### config.mk
export PLATFORM = sky130hd
export DESIGN_NAME = hvt_div_step
export DESIGN_NICKNAME = d
export VERILOG_FILES = /design/src/sv/hvt_pkg.sv /design/src/sv/hvt_div_step.sv
export SDC_FILE = /design/constraint.sdc
export NUM_CORES = 1
export LEC_CHECK = 0
export ABC_AREA = 1
export BUFFER_PORTS_ARGS = -buffer_cell sky130_fd_sc_hd__buf_2
export CAP_MARGIN = 20
export CORE_AREA = 3 3 274 276
export DETAILED_ROUTE_END_ITERATION = 10
export DIE_AREA = 0 0 277 279
export GPL_ROUTABILITY_DRIVEN = 0
export PLACE_DENSITY_LB_ADDON = 0.1
export REMOVE_ABC_BUFFERS = 1
export SLEW_MARGIN = 20
export SYNTH_ARGS = -nofsm -noshare
export SYNTH_HDL_FRONTEND = slang
export SYNTH_SLANG_ARGS = --single-unit
### constraint.sdc
create_clock -name i_clk -period 7.6 [get_ports i_clk]
set_input_delay 1.9 -clock i_clk [delete_from_list [all_inputs] [get_ports i_clk]]
set_output_delay 1.9 -clock i_clk [all_outputs]
set_load 0.01 [all_outputs]
### src/sv/hvt_pkg.sv
// shared types, widths and reset values for the vertex transform unit
`timescale 1ns / 1ps
`default_nettype none
package hvt_pkg;
    localparam int COORD_W_DEF = 32;              // default significant coordinate bits
    localparam int FIELD_W     = 32;              // width of every coordinate field
    localparam int COEF_W      = 32;              // q16.16 coefficient
    localparam int PROD_W      = 2 * COEF_W;      // exact q32.32 product
    localparam int SUM_W       = PROD_W + 2;      // three products plus translation
    localparam int FRAC        = 16;              // fraction bits
    localparam int V_W         = SUM_W - FRAC;    // row result after floor
    localparam int Q_W         = 31;              // quotient magnitude bits
    localparam int SAT_SHIFT   = Q_W - FRAC;      // integer part limit is 2^15
    localparam int N_CFG       = 8;
    localparam int CFG_W       = 64;
    localparam int CFG_IDX_W   = $clog2(N_CFG);

    localparam logic [CFG_W-1:0] CFG_RESET [N_CFG] = '{
        64'd65536, 64'd0, 64'd281474976710656, 64'd0,
        64'd0, 64'd65536, 64'd0, 64'd281474976710656
    };

    typedef logic [N_CFG-1:0][CFG_W-1:0] t_cfg;

    // one numerator lane of the divider
    typedef struct packed {
        logic [V_W-1:0]       rem;
        logic [Q_W-1:0]       q;
        logic [SAT_SHIFT-1:0] nlo;   // numerator bits still to shift in
        logic                 neg;
        logic                 sat;
        logic                 npos;
        logic                 nneg;
    } t_lane;

    typedef struct packed {
        t_lane [2:0]    lane;
        logic [V_W-1:0] ad;          // divisor magnitude
        logic           wz;
    } t_div;

    // coefficient m[row][col] from the packed column registers
    function automatic logic signed [COEF_W-1:0] coef(t_cfg cfg, logic [1:0] row,
                                                      logic [1:0] col);
        logic [CFG_W-1:0] r;
        r = cfg[{col, row[1]}];
        return row[0] ? r[CFG_W-1:COEF_W] : r[COEF_W-1:0];
    endfunction
endpackage
`default_nettype wire

### src/sv/hvt_div_step.sv
// one restoring division step for three numerators sharing a divisor
`timescale 1ns / 1ps
`default_nettype none
module hvt_div_step (
    input  wire logic          i_clk,
    input  wire logic          i_rst_n,
    input  wire logic          i_en,
    input  wire logic          i_valid,
    input  wire hvt_pkg::t_div i_div,
    output logic               o_valid,
    output hvt_pkg::t_div      o_div
);
    logic [hvt_pkg::V_W:0] n_rem2 [3];
    hvt_pkg::t_div         n_div;
    hvt_pkg::t_div         r_div;
    logic                  r_valid;

    always_comb begin
        n_div = i_div;
        for (int l = 0; l < 3; l++) begin
            n_rem2[l] = {i_div.lane[l].rem, i_div.lane[l].nlo[hvt_pkg::SAT_SHIFT-1]};
            n_div.lane[l].nlo = {i_div.lane[l].nlo[hvt_pkg::SAT_SHIFT-2:0], 1'b0};
            if (n_rem2[l] >= {1'b0, i_div.ad}) begin
                n_div.lane[l].rem = hvt_pkg::V_W'(n_rem2[l] - {1'b0, i_div.ad});
                n_div.lane[l].q   = {i_div.lane[l].q[hvt_pkg::Q_W-2:0], 1'b1};
            end else begin
                n_div.lane[l].rem = n_rem2[l][hvt_pkg::V_W-1:0];
                n_div.lane[l].q   = {i_div.lane[l].q[hvt_pkg::Q_W-2:0], 1'b0};
            end
        end
    end

    always_ff @(posedge i_clk) begin
        if (i_en) begin
            r_div <= n_div;
        end
    end

    always_ff @(posedge i_clk) begin
        if (!i_rst_n) begin
            r_valid <= 1'b0;
        end else if (i_en) begin
            r_valid <= i_valid;
        end
    end

    assign o_valid = r_valid;
    assign o_div   = r_div;
endmodule
`default_nettype wire

---- After elaboration in Yosys (flattened, before gate mapping) ----
Index checks and enable logic that the tools add are counted.
storage, ports and cells
  word-level logic and storage cells ...... 33
  register bits ........................... 349
  output and inout bits ................... 352
  bits of input ports ..................... 355
operators by class
  $lt $le $gt $ge ......................... 3
  mux-type cells .......................... 3
  $add $sub $neg .......................... 3
operator list
  kind                                              number
  81-bit 2-to-1 mux                                 3
  51-bit by 50-bit >= comparator with 1-bit output  3
  50-bit subtractor                                 3

---- Logic depth before layout (Yosys ltp) ----
  depth after elaboration ................. 2
  depth in mapped cells ................... 16
  depth with buffers taken out ............ 16

---- Worst setup path after synthesis ----
No wires, ideal clock.
  path type ............................... in2reg
  from .................................... input i_div[2] in the netlist's numbering
  to ...................................... register r_div, in the netlist o_div[338] (data pin)
  arrival time ............................ 3.521 ns
  library setup time ...................... 0.253 ns
  stages on the path ...................... 13
  path buffers ............................ 2
  path slack .............................. 3.826 ns
  cell sequence ........................... inv_1 -> ha_1 -> nand2_1 -> nor2_1 -> or2_1 -> nand3_1 -> nand3b_2 -> nand2_2 -> nand3_4 -> buf_6 -> buf_8 -> nand3_2 -> nand2_1
RTL lines
  what                  RTL line            source
  from (decl)           hvt_div_step.sv:9   input wire hvt_pkg::t_div i_div,
  to (signal assigned)  hvt_div_step.sv:35  r_div <= n_div;
  to (decl)             hvt_div_step.sv:15  hvt_pkg::t_div r_div;

==> flow_metrics.env <==
export IMPL_status="completed"
export IMPL_coreArea_sq_um=72830
export IMPL_drv_cap=0
export IMPL_grt_pass1_vias=24010
export IMPL_worstHoldStart="o_valid"
export IMPL_crit_path_cell_trace="buf_2, inv_1, ha_1, nand2_1, inv_1, a21oi_1, nand2_1, nand2_1, nand2_1, a21oi_4, nand3_4, o21ai_0"
export IMPL_power_density_nw_per_um2=196.4
export IMPL_yosysWarnings=0
export IMPL_wire_per_inst_um=19.98
export IMPL_startpoint="i_div[27]"
export IMPL_tightest_slew_ns=1.067
export IMPL_critPathMaxFanout=78
export IMPL_postSynthAreaPerCell_sq_um=7.190
export IMPL_grt_overflow=0
export IMPL_async_flop_share=0
export IMPL_grt_pass1_wl_um=152700
export IMPL_fp_dieW_um=277
export IMPL_r2r_end="o_valid"
export IMPL_min_period_ns=5.322
export IMPL_cts_tree="done"
export IMPL_drc=0
export IMPL_clock_root_buffer="clkbuf_16"
export IMPL_crit_type="primary input to register"
export IMPL_dpl_cell_count=5272
export IMPL_min_path_type="register to register"
export IMPL_critical_path_endpoint="o_div[110]"
export IMPL_leakagePower_nw=17.26
export IMPL_synth_top_area_cell="edfxtp_1"
export IMPL_firstDrtPassIters=6
export IMPL_clock_skew_final_ns=0
export IMPL_num_io_pins=707
export IMPL_drive_gt1_frac=0.2041
export IMPL_place_area_sq_um=30740
export IMPL_worstReg2RegStart="o_valid"
export IMPL_maxSlewHeadroom=0.2886
export IMPL_initial_core_util=0.3601
export IMPL_rsz0062_at_grt="false"
export IMPL_drt_iter0_drc=1846
export IMPL_drv_slew=0
export IMPL_clk_insertion_delay_late_ns=0.57
export IMPL_routed_wl_um=107000
export IMPL_nets=4865
export IMPL_hpwl_um=89840
export IMPL_port_buffers=700
export IMPL_critPathMaxStageDelay_ns=0.94
export IMPL_rrSetupSlack_ns=6.93
export IMPL_whs_ns=0.5490
export IMPL_cp_start_kind="primary input"
export IMPL_crit_path_frequent_cell="nand2_1"
export IMPL_worstRegToRegCells=2
export IMPL_die_area_sq_um=77280
export IMPL_ir_drop_mv=0.1607
export IMPL_die_h_um=279
export IMPL_setup_violations=0
export IMPL_cts_hold_buffers=0
export IMPL_synth_edf_count=348
export IMPL_final_cells=5353
export IMPL_syn_area_sq_um=26230
export IMPL_ctsResizeCount=0
export IMPL_final_area_sq_um=32130
export IMPL_crit_path_top_delay_cell="nand3_4"
export IMPL_cts_buffer_depth=3
export IMPL_grt_max_degree=92
export IMPL_endpoint_kind="register"
export IMPL_hold_viol=0
export IMPL_rows=99
export IMPL_ys_seq_area_frac=0.3992
export IMPL_fin_tns_setup_ns=0
export IMPL_htreeDepth=2
export IMPL_ys_types=41
export IMPL_worst_ep_required_time_ns=7.96
export IMPL_post_cts_buffers=0
export IMPL_numCtsBuffers=42
export IMPL_clk_pin_slew_ns=0.07
export IMPL_cts_sinks=349
export IMPL_grtUsageTotal=0.2653
export IMPL_finalCritPeriodShare=0.7002
export IMPL_synthTopCellsByArea="edfxtp_1 40%, nand2_1 20%, inv_1 11%"
export IMPL_synth_top_area_share=0.3984
export IMPL_arrival_ns=5.68
export IMPL_areaGrowthSynthToFinish_pct=22.50
export IMPL_via_per_inst=4.749
export IMPL_ys_flop_type="edfxtp_1"
export IMPL_antenna_left=0
export IMPL_antenna_found_initial=14
export IMPL_via_count=25420
export IMPL_clock_fmax_mhz=187.9
export IMPL_ys_seq_elements=349
export IMPL_synth_cells=3648
-- stage by stage --
| step | power, mW | setup WS [ns] | utilization |
|---|---|---|---|
| 4_1_cts | 6.368 | 2.409 | 0.4410 |
| 6_report | 6.311 | 2.278 | 0.4412 |
| 3_3_place_gp | 4.295 | 1.813 | 0.4220 |
| 5_1_grt | 6.641 | 2.068 | 0.4412 |
| 3_5_place_dp | 4.303 | 1.779 | 0.4220 |
| 2_1_floorplan | 3.512 | 3.232 | - |
-- final cells by class --
| cell class | instances | area [sq um] |
|---|---|---|
| flip-flops and latches | 349 | 10470 |
| well taps | 959 | 1200 |
| clock buffers | 55 | 1140 |
| diodes | 4 | 10.01 |
| repair buffers | 708 | 3586 |
| multi-input cells | 2464 | 12510 |
| clock inverters | 22 | 242.7 |
| inverters | 792 | 2973 |
| fillers | 7740 | 40700 |
-- kinds of logic (layout without fill, tap and decap cells) --
family,Yosys count,in the layout,share of synthesized area
simple gates,2021,2021,0.3320
buf+inv,837,1577,0.1242
flops,349,349,0.3992
compound gates,201,201,0.04193
fa+ha+maj,153,153,0.07384
xor+xnor,86,86,0.02872
other cells,1,7,0.0001430
-- cells in the final DEF, fill, tap and decap left out, types with 9 or more instances in the layout --
cell type | Yosys | final
nand3_1 | 137 | 137
buf_2 | 14 | 699
clkbuf_16 | 0 | 42
nand3b_1 | 47 | 47
ha_1 | 150 | 150
nor2_2 | 23 | 23
nand4_1 | 97 | 97
nor2_4 | 10 | 10
nand3_2 | 25 | 25
a21oi_1 | 84 | 84
nand2_1 | 1374 | 1374
o21ai_0 | 85 | 85
inv_2 | 40 | 40
xor2_1 | 86 | 86
inv_1 | 751 | 751
clkbuf_1 | 18 | 9
nor2_1 | 250 | 250
o21bai_1 | 19 | 19
nor3_1 | 22 | 22
edfxtp_1 | 348 | 348
-- worst min-delay path by stage --
stage                     slack [ns]      end  depth (start not counted)
after floorplan                 0.56  o_valid                          2
after global placement          0.53  o_valid                          2
after detailed placement        0.53  o_valid                          2
after CTS                       0.55  o_valid                          2
after global routing            0.60  o_valid                          2
final                           0.55  o_valid                          2
-- routing by layer --
| layer | vias to the layer above | track usage | wire (um) |
|---|---|---|---|
| li1 | 12810 | - | - |
| met1 | 11590 | 0.3387 | 44990 |
| met2 | 871 | 0.4691 | 52380 |
| met3 | 150 | 0.03445 | 6416 |
| met4 | 2 | 0.07866 | 3159 |
| met5 | - | 0 | 13 |
-- state kept, by name (all words and copies together), names as in the netlist --
register / count
o_valid: 1
o_div: 348
-- critical path: cells and delay by family --
| kind | cells | cell delay [ns] |
|---|---|---|
| fa+ha+maj | 1 | 0.36 |
| compound gates | 3 | 1.44 |
| simple gates | 5 | 1.39 |
| buf+inv | 3 | 0.48 |
-- report_power, final --
part / switching (mW) / total (mW) / internal, mW
Sequential: 0.0640 / 2.45 / 2.39
Combinational: 1.22 / 1.82 / 0.603
Clock: 0.864 / 2.04 / 1.17
-- Yosys cell counts, drive strengths merged, types with 24 or more instances --
cell type  count
nor2         283
nor3          24
nand4         99
nand3b        50
edfxtp       348
a21oi         87
xor2          86
ha           150
nand3        166
o21ai         90
inv          791
buf           27
nand2       1382
Power figures use the tool's default switching activity.
